## src/design/ppm6_pkg.sv

```systemverilog
`timescale 1ns / 1ps
// Shared types and constants for the binary PPM stream decoder.
// Depends on nothing; the decoder and its checker use it by scoped names.
package ppm6_pkg;

	// One input transaction: a raw file byte and its end-of-file mark.
	typedef struct packed {
		logic [7:0] data_byte;
		logic       end_of_file;
	} byte_t;

	// One result transaction: a pixel, an accepted header or an error.
	typedef struct packed {
		logic [1:0]  kind;
		logic [7:0]  red;
		logic [7:0]  green;
		logic [7:0]  blue;
		logic [7:0]  alpha;
		logic [31:0] image_width;
		logic [31:0] image_height;
		logic        last_pixel;
		logic [2:0]  error_code;
	} result_t;

	// Result kinds.
	localparam logic [1:0] KIND_PIXEL  = 2'd0;
	localparam logic [1:0] KIND_HEADER = 2'd1;
	localparam logic [1:0] KIND_ERROR  = 2'd2;

	// Error codes.
	localparam logic [2:0] ERR_NONE      = 3'd0;
	localparam logic [2:0] ERR_MAGIC     = 3'd1;
	localparam logic [2:0] ERR_NUMBER    = 3'd2;
	localparam logic [2:0] ERR_MAXVAL    = 3'd3;
	localparam logic [2:0] ERR_SIZE      = 3'd4;
	localparam logic [2:0] ERR_SEPARATOR = 3'd5;
	localparam logic [2:0] ERR_TRUNCATED = 3'd6;

	// Characters and values the parser looks for.
	localparam logic [7:0] CHAR_P       = 8'h50;
	localparam logic [7:0] CHAR_SIX     = 8'h36;
	localparam logic [7:0] CHAR_HASH    = 8'h23;
	localparam logic [7:0] CHAR_PLUS    = 8'h2B;
	localparam logic [7:0] CHAR_ZERO    = 8'h30;
	localparam logic [7:0] CHAR_NINE    = 8'h39;
	localparam logic [7:0] CHAR_NEWLINE = 8'h0A;
	localparam logic [7:0] CHAR_SPACE   = 8'h20;
	localparam logic [7:0] CHAR_TAB     = 8'h09;
	localparam logic [7:0] CHAR_CR      = 8'h0D;
	localparam logic [7:0] FULL_MAXVAL  = 8'd255;
	localparam logic [7:0] ALPHA_OPAQUE = 8'd255;

endpackage

```

## src/design/ppm_p6_stream_decoder.sv

```systemverilog
`timescale 1ns / 1ps
// Binary PPM (P6) stream decoder: header parser, size checks and pixel packer.
// Depends on ppm6_pkg for the transaction types, codes and characters.
// A result appears in the output register in the cycle after its byte is accepted.
// Throughput: one byte per cycle unless a waiting result is stalled; each byte is one
// update of the parser state registers. The width times height product is registered from the held width and height.
// Reset (arst_n low) clears the parser to "expecting magic" and empties the output register.
// A byte carrying end_of_file also returns the parser to that state after its own result.
module ppm_p6_stream_decoder #(
	parameter int DIMENSION_BITS = 32
) (
	input  logic              clk,
	input  logic              arst_n,
	input  logic              byte_valid,
	output logic              byte_stall,
	input  ppm6_pkg::byte_t   byte_data,
	output logic              result_valid,
	input  logic              result_stall,
	output ppm6_pkg::result_t result_data
);

	localparam int DW = DIMENSION_BITS;
	localparam int AW = DIMENSION_BITS + 4;

	// Parser phases.
	localparam logic [2:0] PH_MAGIC  = 3'd0;
	localparam logic [2:0] PH_WIDTH  = 3'd1;
	localparam logic [2:0] PH_HEIGHT = 3'd2;
	localparam logic [2:0] PH_MAXVAL = 3'd3;
	localparam logic [2:0] PH_DATA   = 3'd4;
	localparam logic [2:0] PH_WAIT   = 3'd5;

	logic [2:0]      phase_q;
	logic            in_comment_q;
	logic [4:0]      token_position_q;
	logic [DW-1:0]   number_accumulator_q;
	logic            number_overflow_q;
	logic            token_bad_q;
	logic            digit_seen_q;
	logic [DW-1:0]   width_held_q;
	logic [DW-1:0]   height_held_q;
	logic [DW-1:0]   pixels_remaining_q;
	logic [1:0]      component_index_q;
	logic [7:0]      red_held_q;
	logic [7:0]      green_held_q;
	logic [2*DW-1:0] area_q;
	logic            result_valid_q;
	ppm6_pkg::result_t result_q;

	// Next-state values.
	logic [2:0]      phase_d;
	logic            in_comment_d;
	logic [4:0]      token_position_d;
	logic [DW-1:0]   number_accumulator_d;
	logic            number_overflow_d;
	logic            token_bad_d;
	logic            digit_seen_d;
	logic [DW-1:0]   width_held_d;
	logic [DW-1:0]   height_held_d;
	logic [DW-1:0]   pixels_remaining_d;
	logic [1:0]      component_index_d;
	logic [7:0]      red_held_d;
	logic [7:0]      green_held_d;
	logic            fire;
	ppm6_pkg::result_t result_d;

	logic accept;
	logic area_overflow;

	// A byte is taken whenever the output register is empty or being drained.
	assign byte_stall   = result_valid_q & result_stall;
	assign accept       = byte_valid & ~byte_stall;
	assign result_valid = result_valid_q;
	assign result_data  = result_q;

	assign area_overflow = |area_q[2*DW-1:DW];

	// Parser step for one accepted byte.
	always_comb begin
		logic [7:0]    b;
		logic          eof;
		logic          is_space;
		logic          add;
		logic          fin;
		logic          fin_space;
		logic          ended;
		logic          last;
		logic          bad;
		logic [4:0]    pos;
		logic [AW-1:0] grown;
		logic [DW-1:0] val;

		b         = byte_data.data_byte;
		eof       = byte_data.end_of_file;
		is_space  = (b == ppm6_pkg::CHAR_SPACE) ||
		            ((b >= ppm6_pkg::CHAR_TAB) && (b <= ppm6_pkg::CHAR_CR));
		add       = 1'b0;
		fin       = 1'b0;
		fin_space = 1'b0;
		ended     = 1'b0;
		last      = 1'b0;
		bad       = 1'b0;
		pos       = token_position_q;
		grown     = '0;
		val       = '0;

		phase_d              = phase_q;
		in_comment_d         = in_comment_q;
		token_position_d     = token_position_q;
		number_accumulator_d = number_accumulator_q;
		number_overflow_d    = number_overflow_q;
		token_bad_d          = token_bad_q;
		digit_seen_d         = digit_seen_q;
		width_held_d         = width_held_q;
		height_held_d        = height_held_q;
		pixels_remaining_d   = pixels_remaining_q;
		component_index_d    = component_index_q;
		red_held_d           = red_held_q;
		green_held_d         = green_held_q;
		fire                 = 1'b0;
		result_d             = '0;

		case (phase_q)
			PH_WAIT: begin
			end
			PH_DATA: begin
				// Gather three components, then emit an opaque pixel.
				case (component_index_q)
					2'd0: begin
						red_held_d        = b;
						component_index_d = 2'd1;
					end
					2'd1: begin
						green_held_d      = b;
						component_index_d = 2'd2;
					end
					default: begin
						component_index_d   = 2'd0;
						pixels_remaining_d  = pixels_remaining_q - DW'(1);
						last                = (pixels_remaining_q == DW'(1));
						fire                = 1'b1;
						result_d.kind       = ppm6_pkg::KIND_PIXEL;
						result_d.red        = red_held_q;
						result_d.green      = green_held_q;
						result_d.blue       = b;
						result_d.alpha      = ppm6_pkg::ALPHA_OPAQUE;
						result_d.last_pixel = last;
						if (last) begin
							phase_d = PH_WAIT;
						end
					end
				endcase
				if (eof && !last) begin
					fire                = 1'b1;
					result_d            = '0;
					result_d.kind       = ppm6_pkg::KIND_ERROR;
					result_d.error_code = ppm6_pkg::ERR_TRUNCATED;
				end
			end
			default: begin
				// Header: comments, whitespace and token boundaries.
				if (in_comment_q) begin
					if (b == ppm6_pkg::CHAR_NEWLINE) begin
						in_comment_d = 1'b0;
					end
				end else if (token_position_q == 5'd0) begin
					if (b == ppm6_pkg::CHAR_HASH) begin
						in_comment_d = 1'b1;
					end else if (!is_space) begin
						add = 1'b1;
					end
				end else if (is_space) begin
					fin       = 1'b1;
					fin_space = 1'b1;
					ended     = 1'b1;
				end else begin
					add = 1'b1;
				end

				// Append one character to the current token.
				if (add) begin
					if (token_position_q != 5'd31) begin
						token_position_d = token_position_q + 5'd1;
					end
					if (phase_q == PH_MAGIC) begin
						if ((pos == 5'd0 && b != ppm6_pkg::CHAR_P) ||
						    (pos == 5'd1 && b != ppm6_pkg::CHAR_SIX) || (pos >= 5'd2)) begin
							token_bad_d = 1'b1;
						end
					end else if (b >= ppm6_pkg::CHAR_ZERO && b <= ppm6_pkg::CHAR_NINE) begin
						grown        = AW'(number_accumulator_q) * AW'(10) + AW'(b[3:0]);
						digit_seen_d = 1'b1;
						if (|grown[AW-1:DW]) begin
							number_overflow_d = 1'b1;
						end else begin
							number_accumulator_d = grown[DW-1:0];
						end
					end else if (!(b == ppm6_pkg::CHAR_PLUS && pos == 5'd0)) begin
						token_bad_d = 1'b1;
					end
				end

				// A token cut short by end of file still ends here.
				if (eof && !ended && token_position_d != 5'd0) begin
					fin = 1'b1;
				end

				// Close the token and run the header checks.
				if (fin) begin
					val = number_accumulator_d;
					if (phase_q == PH_MAGIC) begin
						bad = token_bad_d || (token_position_d != 5'd2);
					end else begin
						bad = token_bad_d || number_overflow_d || !digit_seen_d;
					end
					token_position_d     = 5'd0;
					number_accumulator_d = '0;
					number_overflow_d    = 1'b0;
					token_bad_d          = 1'b0;
					digit_seen_d         = 1'b0;
					result_d.kind        = ppm6_pkg::KIND_ERROR;
					if (phase_q == PH_MAGIC) begin
						if (bad) begin
							fire                = 1'b1;
							result_d.error_code = ppm6_pkg::ERR_MAGIC;
						end else begin
							phase_d = PH_WIDTH;
						end
					end else if (bad) begin
						fire                = 1'b1;
						result_d.error_code = ppm6_pkg::ERR_NUMBER;
					end else if (phase_q == PH_WIDTH) begin
						width_held_d = val;
						phase_d      = PH_HEIGHT;
					end else if (phase_q == PH_HEIGHT) begin
						height_held_d = val;
						phase_d       = PH_MAXVAL;
					end else if (val != DW'(ppm6_pkg::FULL_MAXVAL)) begin
						fire                = 1'b1;
						result_d.error_code = ppm6_pkg::ERR_MAXVAL;
					end else if (width_held_q == '0 || height_held_q == '0 ||
					             area_overflow) begin
						fire                = 1'b1;
						result_d.error_code = ppm6_pkg::ERR_SIZE;
					end else if (!fin_space) begin
						fire                = 1'b1;
						result_d.error_code = ppm6_pkg::ERR_SEPARATOR;
					end else begin
						pixels_remaining_d    = area_q[DW-1:0];
						component_index_d     = 2'd0;
						phase_d               = PH_DATA;
						fire                  = 1'b1;
						result_d.kind         = ppm6_pkg::KIND_HEADER;
						result_d.image_width  = 32'(width_held_q);
						result_d.image_height = 32'(height_held_q);
					end
					if (!fire) begin
						result_d = '0;
					end
				end

				// End of file inside the header, or right on the separator.
				if (eof) begin
					if (!fire) begin
						fire          = 1'b1;
						result_d      = '0;
						result_d.kind = ppm6_pkg::KIND_ERROR;
						result_d.error_code = (phase_d == PH_MAGIC) ?
						                      ppm6_pkg::ERR_MAGIC : ppm6_pkg::ERR_NUMBER;
					end else if (phase_d == PH_DATA) begin
						result_d            = '0;
						result_d.kind       = ppm6_pkg::KIND_ERROR;
						result_d.error_code = ppm6_pkg::ERR_TRUNCATED;
					end
				end
				if (fire) begin
					if (result_d.kind == ppm6_pkg::KIND_ERROR) begin
						phase_d = PH_WAIT;
					end
				end
			end
		endcase

		// The final byte of a file restarts the parser.
		if (eof) begin
			phase_d              = PH_MAGIC;
			in_comment_d         = 1'b0;
			token_position_d     = 5'd0;
			number_accumulator_d = '0;
			number_overflow_d    = 1'b0;
			token_bad_d          = 1'b0;
			digit_seen_d         = 1'b0;
			width_held_d         = '0;
			height_held_d        = '0;
			pixels_remaining_d   = '0;
			component_index_d    = 2'd0;
			red_held_d           = '0;
			green_held_d         = '0;
		end
	end

	// Parser state registers.
	always_ff @(posedge clk or negedge arst_n) begin
		if (!arst_n) begin
			phase_q              <= PH_MAGIC;
			in_comment_q         <= 1'b0;
			token_position_q     <= 5'd0;
			number_accumulator_q <= '0;
			number_overflow_q    <= 1'b0;
			token_bad_q          <= 1'b0;
			digit_seen_q         <= 1'b0;
			width_held_q         <= '0;
			height_held_q        <= '0;
			pixels_remaining_q   <= '0;
			component_index_q    <= 2'd0;
			red_held_q           <= '0;
			green_held_q         <= '0;
		end else if (accept) begin
			phase_q              <= phase_d;
			in_comment_q         <= in_comment_d;
			token_position_q     <= token_position_d;
			number_accumulator_q <= number_accumulator_d;
			number_overflow_q    <= number_overflow_d;
			token_bad_q          <= token_bad_d;
			digit_seen_q         <= digit_seen_d;
			width_held_q         <= width_held_d;
			height_held_q        <= height_held_d;
			pixels_remaining_q   <= pixels_remaining_d;
			component_index_q    <= component_index_d;
			red_held_q           <= red_held_d;
			green_held_q         <= green_held_d;
		end
	end

	// Image area, ready well before the maxval token can end.
	always_ff @(posedge clk) begin
		area_q <= (2*DW)'(width_held_q) * (2*DW)'(height_held_q);
	end

	// Output register: loaded on a firing transaction, cleared once taken.
	always_ff @(posedge clk or negedge arst_n) begin
		if (!arst_n) begin
			result_valid_q <= 1'b0;
		end else if (accept) begin
			result_valid_q <= fire;
		end else if (!result_stall) begin
			result_valid_q <= 1'b0;
		end
	end

	always_ff @(posedge clk) begin
		if (accept && fire) begin
			result_q <= result_d;
		end
	end

endmodule

```

## config.mk

```make
export PLATFORM = sky130hd
export DESIGN_NAME = ppm_p6_stream_decoder
export DESIGN_NICKNAME = d
export VERILOG_FILES = /design/src/design/ppm6_pkg.sv /design/src/design/ppm_p6_stream_decoder.sv
export SDC_FILE = /design/constraint.sdc
export NUM_CORES = 2
export LEC_CHECK = 0
export ABC_AREA = 1
export BUFFER_PORTS_ARGS = -buffer_cell sky130_fd_sc_hd__buf_2
export CAP_MARGIN = 20
export CORE_ASPECT_RATIO = 0.5
export CORE_UTILIZATION = 60
export CTS_BUF_LIST = sky130_fd_sc_hd__clkbuf_8 sky130_fd_sc_hd__clkbuf_16
export DETAILED_ROUTE_END_ITERATION = 10
export PLACE_DENSITY = 0.76
export SLEW_MARGIN = 20
export SYNTH_ARGS = -nofsm -noshare
export SYNTH_HDL_FRONTEND = slang
export SYNTH_SLANG_ARGS = --single-unit
```

## constraint.sdc

```tcl
create_clock -name clk -period 15.05 [get_ports clk]
set_clock_uncertainty 0.15 [all_clocks]
set_input_delay 2.2575 -clock clk [delete_from_list [all_inputs] [get_ports clk]]
set_output_delay 2.2575 -clock clk [all_outputs]
set_load 0.02 [all_outputs]
```

After elaboration in Yosys (flattened, before gate mapping):

Index checks and enable logic that the tools add are counted.

* register bits after elaboration: 325
* bits of input ports: 13
* output and inout bits: 104
* word-level logic and storage cells: 281

* $add $sub $neg: 3
* multiply operators: 2
* $lt $le $gt $ge: 5
* equality and inequality tests: 32
* multiplexer cells: 165
* bitwise gates (word level): 3
* reduce and logical (&&, ||, !) cells: 47

Operators with widths (count)
* two-way mux 32 bit: 32
* two-way mux 102 bit: 7
* two-way mux 64 bit: 7
* case mux 102 bit (2 select lines): 1
* two-way mux 3 bit: 22
* zero test 32 bit: 2
* multiplier 32 x 32 -> 64 bit: 1
* case mux 32 bit (2 select lines): 1
* two-way mux 1 bit: 62
* two-way mux 8 bit: 6
* adder 36 x 4 -> 36 bit: 1
* multiplier 32 x 3 -> 35 bit, second input constant: 1
* two-way mux 2 bit: 17
* equality test 32 x 1 -> 1 bit, second input constant: 1
* != test 32 x 8 -> 1 bit, second input constant: 1
* OR reduction 32 bit: 1
* subtractor 32 x 1 -> 32 bit, second input constant: 1
* two-way mux 5 bit: 6
* equality test 8 x 6 -> 1 bit, second input constant: 3
* != test 3 x 2 -> 1 bit, second input constant: 6
* nonzero test 2 bit: 6
* AND reduction 11 bit: 1
* AND reduction 10 bit: 1
* equality test 3 bit, second input constant: 3
* other kinds (39): 67

Longest topological paths before layout:

* depth after elaboration: 31
* depth in mapped cells: 42
* depth with buffers taken out: 41

Least setup slack after synthesis:

OpenSTA, ideal clock, no wires.

* path type: register to register
* start: reg width_held_q[7]
* end: reg area_q[59]
* setup time: 122 ps
* data arrival time: 7392 ps
* setup slack: 7386 ps
* stages on the path, launching flop included: 36
* path buffers: 2
* clock period less this slack: 7664 ps
* path through: dfrtp_1 > clkbuf_1 > clkbuf_1 > nand2_1 > fa_1 > inv_1 > fa_1 > inv_1 > fa_1 > inv_1 > fa_1 > ha_1 > ha_1 > inv_1 > fa_1 > fa_1 > inv_1 > ha_1 > a21oi_1 > a21boi_0 > o21ai_0 > a21boi_0 > o21ai_0 > a21boi_0 > o21ai_0 > a21boi_0 > o21ai_0 > a21oi_1 > inv_1 > nand3_1 > nand2_1 > nand2_1 > nand2_1 > nand2_1 > nand2_1 > xor2_1

* word-level cells in the longest chain between the ends: 1

RTL lines
* start: declaration: RTL line ppm_p6_stream_decoder.sv:40 `logic [DW-1:0] width_held_q;`
* start signal: assignment: RTL line ppm_p6_stream_decoder.sv:326 `width_held_q <= width_held_d;`
* multiplier 32 x 32 -> 64 bit: RTL line ppm_p6_stream_decoder.sv:337 `area_q <= (2*DW)'(width_held_q) * (2*DW)'(height_held_q);`
* end signal: assignment: RTL line ppm_p6_stream_decoder.sv:337
* end: declaration: RTL line ppm_p6_stream_decoder.sv:46 `logic [2*DW-1:0] area_q;`

Every way passes these cells.
A chain may end at the register's enable or synchronous reset.

Worst setup path in the final report:

* start: reg width_held_q[3]
* end: reg area_q[59]

The elaborated chain is that of the path after synthesis.

==> impl_metrics.xml <==
<?xml version="1.0" encoding="UTF-8"?>
<metrics>
  <group name="power_and_ir_drop">
    <metric name="sequential_cell_fraction_of_total_power" unit="">0.360</metric>
    <metric name="cellLeakagePower" unit="nW">29.4</metric>
    <metric name="post-layout-total-power" unit="mW">3.20</metric>
    <metric name="combinationalPowerShare" unit="">0.357</metric>
    <metric name="p_per_area" unit="nW/µm²">59.7</metric>
    <metric name="power_report.internal_total" unit="mW">1.88</metric>
    <metric name="switching_share" unit="">0.413</metric>
    <metric name="net-switching-power" unit="mW">1.32</metric>
    <metric name="power.share.clock" unit="">0.283</metric>
    <metric name="peak_supply_drop" unit="µV">89.1</metric>
  </group>
  <group name="finish">
    <metric name="final_design_area_no_fill" unit="µm²">53600</metric>
    <metric name="layout-drive-gt1-share" unit="">0.0627</metric>
    <metric name="multi_input_area" unit="µm²">35400</metric>
    <metric name="synthToLayoutAreaGrowth" unit="%">4.59</metric>
    <metric name="num-nets-final" unit="">7641</metric>
    <metric name="n_fill_cell" unit="">7154</metric>
    <metric name="final-instance-count-excl-fill" unit="">7541</metric>
    <metric name="final-seq-area" unit="µm²">8120</metric>
  </group>
  <group name="route">
    <metric name="detailroute.via_count" unit="">42369</metric>
    <metric name="detail_route.wl_per_cell" unit="µm">19.7</metric>
    <metric name="ant_nets" unit="">0</metric>
    <metric name="viasPerCell" unit="">5.62</metric>
    <metric name="dr.pass1.iters" unit="">6</metric>
    <metric name="drc" unit="">0</metric>
    <metric name="dr.first_iter.drc_count" unit="">4360</metric>
    <metric name="finalWirelength" unit="mm">149</metric>
  </group>
  <group name="logic_synthesis">
    <metric name="syn_std_cell_area" unit="µm²">51300</metric>
    <metric name="synth.yosys.warnings" unit="">0</metric>
    <metric name="yosys.area.top_type_share" unit="">0.351</metric>
    <metric name="synth-edff-count" unit="">95</metric>
    <metric name="ys.flop_type" unit="">dfrtp_1</metric>
    <metric name="number_of_cells_produced_by_synthesis" unit="">6503</metric>
    <metric name="ys_top_cells_by_area" unit="">fa_1 35%, nand2_1 13%, inv_1 12%</metric>
    <metric name="asyncSetResetFlopFracSynth" unit="">0.500</metric>
    <metric name="synth_nets" unit="">7746</metric>
    <metric name="synth-seq-cells" unit="">318</metric>
    <metric name="netlist-cell-type-count" unit="">56</metric>
    <metric name="post_synthesis_cell_type_with_the_largest_combined_area" unit="">fa_1</metric>
    <metric name="synth.avg_cell_area" unit="µm²">7.88</metric>
    <metric name="synth.yosys.seq_area_share" unit="">0.158</metric>
  </group>
  <group name="placed_design">
    <metric name="buffers_added_on_ports" unit="">116</metric>
    <metric name="placedInstanceArea" unit="µm²">52500</metric>
    <metric name="placed_cells" unit="">7478</metric>
    <metric name="place_hpwl" unit="mm">109</metric>
    <metric name="place.gp.congestion" unit="">0.957</metric>
  </group>
  <group name="floorplanning">
    <metric name="fp.dieW" unit="µm">415</metric>
    <metric name="die_area" unit="µm²">86700</metric>
    <metric name="initial_util" unit="">0.609</metric>
    <metric name="core_area" unit="µm²">84200</metric>
    <metric name="die-height" unit="µm">209</metric>
    <metric name="boundaryPins" unit="">117</metric>
    <metric name="placementRows" unit="">75</metric>
  </group>
  <group name="hold_path">
    <metric name="hold_class" unit="">flop to flop</metric>
  </group>
  <group name="sta">
    <metric name="clock.fmax" unit="GHz">0.109</metric>
    <metric name="max_slew.worst_pin.slew" unit="ps">1070</metric>
    <metric name="setup_tns" unit="ps">0</metric>
    <metric name="layout_min_cycle_time" unit="ps">9140</metric>
    <metric name="period_share" unit="">0.607</metric>
    <metric name="slew_headroom" unit="">0.287</metric>
    <metric name="worst_hold_slack" unit="ps">367</metric>
    <metric name="setup_viol" unit="">0</metric>
    <metric name="finalHoldViolations" unit="">0</metric>
    <metric name="final_max_slew_viol_count" unit="">0</metric>
    <metric name="unrepaired_setup_endpoints_after_global_routing" unit="">false</metric>
  </group>
  <group name="global_routing">
    <metric name="antenna_violations_before_repair" unit="">1</metric>
    <metric name="grt_pass1_vias" unit="">44715</metric>
    <metric name="gr_usage_total" unit="">0.358</metric>
    <metric name="grt_start_max_net_pins" unit="">75</metric>
    <metric name="grt_pass1_wl" unit="mm">241</metric>
    <metric name="grt_overflow_total" unit="">0</metric>
  </group>
  <group name="cts">
    <metric name="cts-root-to-sink-buffers" unit="">3</metric>
    <metric name="ctsHoldBuffers" unit="">0</metric>
    <metric name="cts_setup_buffers" unit="">0</metric>
    <metric name="ctsRootBufferMaster" unit="">clkbuf_16</metric>
    <metric name="cts.reportedPaths.clkPinSlew" unit="ps">70</metric>
    <metric name="cts-buffers-inserted" unit="">34</metric>
    <metric name="clock_latency" unit="ps">610</metric>
    <metric name="clock_sink_count" unit="">318</metric>
    <metric name="cts_tree" unit="">built</metric>
    <metric name="h_tree_lvls" unit="">2</metric>
    <metric name="post_cts.resized_instances" unit="">0</metric>
  </group>
  <group name="flow_run">
    <metric name="maxCapViolCount" unit="">0</metric>
  </group>
  <group name="setup_path">
    <metric name="worst_setup_path_end_kind" unit="">flop</metric>
    <metric name="timing.setup.critical_path_class" unit="">flop to flop</metric>
    <metric name="critical-path-slowest-cell" unit="">dfrtp_1</metric>
    <metric name="data_required_critical_path" unit="ps">15430</metric>
    <metric name="critical_path_arrival" unit="ps">9520</metric>
    <metric name="worst-path-max-fanout" unit="">19</metric>
    <metric name="timing.critical_path.slowest_cell_delay" unit="ps">810</metric>
    <metric name="timing.critical_path.from_type" unit="">flop</metric>
  </group>
  <group name="status">
    <metric name="result_of_the_run" unit="">finished clean</metric>
  </group>
</metrics>
==> cells in the mapped netlist, drive strengths merged, types with 31 or more instances <==
master  number
nand3      200
nand2     1810
dfrtp      159
a31oi       35
inv       1687
a21oi      109
o21ai      147
clkbuf     294
dfxtp       64
fa         898
ha         332
edfxtp      95
nor3        31
xor2        73
nand4       39
xnor2       36
buf         38
nor2       318
==> flip-flops by register name, indices dropped and copies added (netlist names), 5 cells and up <==
| register | count |
|---|---|
| height_held_q | 32 |
| token_position_q | 5 |
| pixels_remaining_q | 32 |
| result_data | 95 |
| width_held_q | 32 |
| green_held_q | 8 |
| number_accumulator_q | 32 |
| red_held_q | 8 |
| area_q | 64 |
==> power by group through the flow <==
stage          Clock (mW)  Combinational, mW  Sequential (mW)
2_1_floorplan           0              0.730             1.22
5_1_grt             0.946               1.24             1.17
3_5_place_dp            0               1.11             1.17
3_3_place_gp            0               1.08             1.16
4_1_cts             0.916               1.12             1.15
6_report            0.906               1.14             1.15
==> per-layer routing <==
| layer | track usage | part of all wire | vias to the layer above |
|---|---|---|---|
| li1 | - | - | 18686 |
| met1 | 0.461 | 0.38 | 20668 |
| met3 | 0.0887 | 0.12 | 589 |
| met2 | 0.566 | 0.44 | 2424 |
| met4 | 0.179 | 0.059 | 2 |
| met5 | 0.00437 | 0.00032 | - |
==> area by class of cell <==
type	instances	area share
antenna	1	0.0000467
clock buffer	35	0.0161
clock inverter	27	0.00558
inverter	1689	0.118
multi-input combinational	4164	0.661
sequential	318	0.151
tap	1116	0.0260
timing repair buffer	191	0.0216
==> per-stage QoR <==
| step | setup slack, ps | util |
|---|---|---|
| CTS | 5950 | 0.637 |
| detailed placement | 5990 | 0.623 |
| finish | 5910 | 0.637 |
| floorplan | 7390 | - |
| global route | 5320 | 0.637 |
| global placement | 6070 | 0.623 |
==> worst max-delay path: cells and delay by family (launching register included) <==
kind                       cells  cell delay, ps
xor gates and xnor gates       1             140
DFF                            1             810
buffers and inverters          8             840
and+or+nand+nor                8             680
adders and majority gates      9            3480
AOI/OAI and AO/OA              9            2950
==> path summary, 6_finish.rpt <==
| check | from | to | slack (ps) | cells after the start |
|---|---|---|---|---|
| min in group asynchronous | arst_n | pixels_remaining_q[16] | 1460 | 1 |
| hold reg to reg | red_held_q[5] | red_held_q[5] | 370 | 2 |
| hold / removal | red_held_q[5] | red_held_q[5] | 370 | 2 |
| setup reg to reg | width_held_q[3] | area_q[59] | 5910 | 35 |
| setup / recovery | width_held_q[3] | area_q[59] | 5910 | 35 |
| max in group asynchronous | arst_n | height_held_q[1] | 11220 | 3 |
==> cell families after synthesis <==
logic type	after synthesis	synth area share
muxes	18	0.00395
AOI/OAI and AO/OA	370	0.0418
xor gates and xnor gates	109	0.0186
and+or+nand+nor	2437	0.195
DFF	318	0.158
adders and majority gates	1230	0.432
buffers and inverters	2021	0.151
==> placed cells by master, fill, tap and decap left out, types with 35 or more instances in the layout <==
cell | netlist | routed
buf_4 | 12 | 74
edfxtp_1 | 95 | 95
nor2_1 | 301 | 300
ha_1 | 332 | 332
dfxtp_1 | 64 | 64
xnor2_1 | 36 | 36
a31oi_1 | 35 | 35
inv_2 | 45 | 45
xor2_1 | 73 | 73
nand3_2 | 39 | 39
nand4_1 | 39 | 39
buf_2 | 13 | 115
nand3_1 | 160 | 160
a21oi_1 | 106 | 106
inv_1 | 1642 | 1648
o21ai_0 | 133 | 133
fa_1 | 898 | 898
dfrtp_1 | 159 | 156
nand2_1 | 1787 | 1787
No activity file was read; power rests on OpenSTA's default activity.
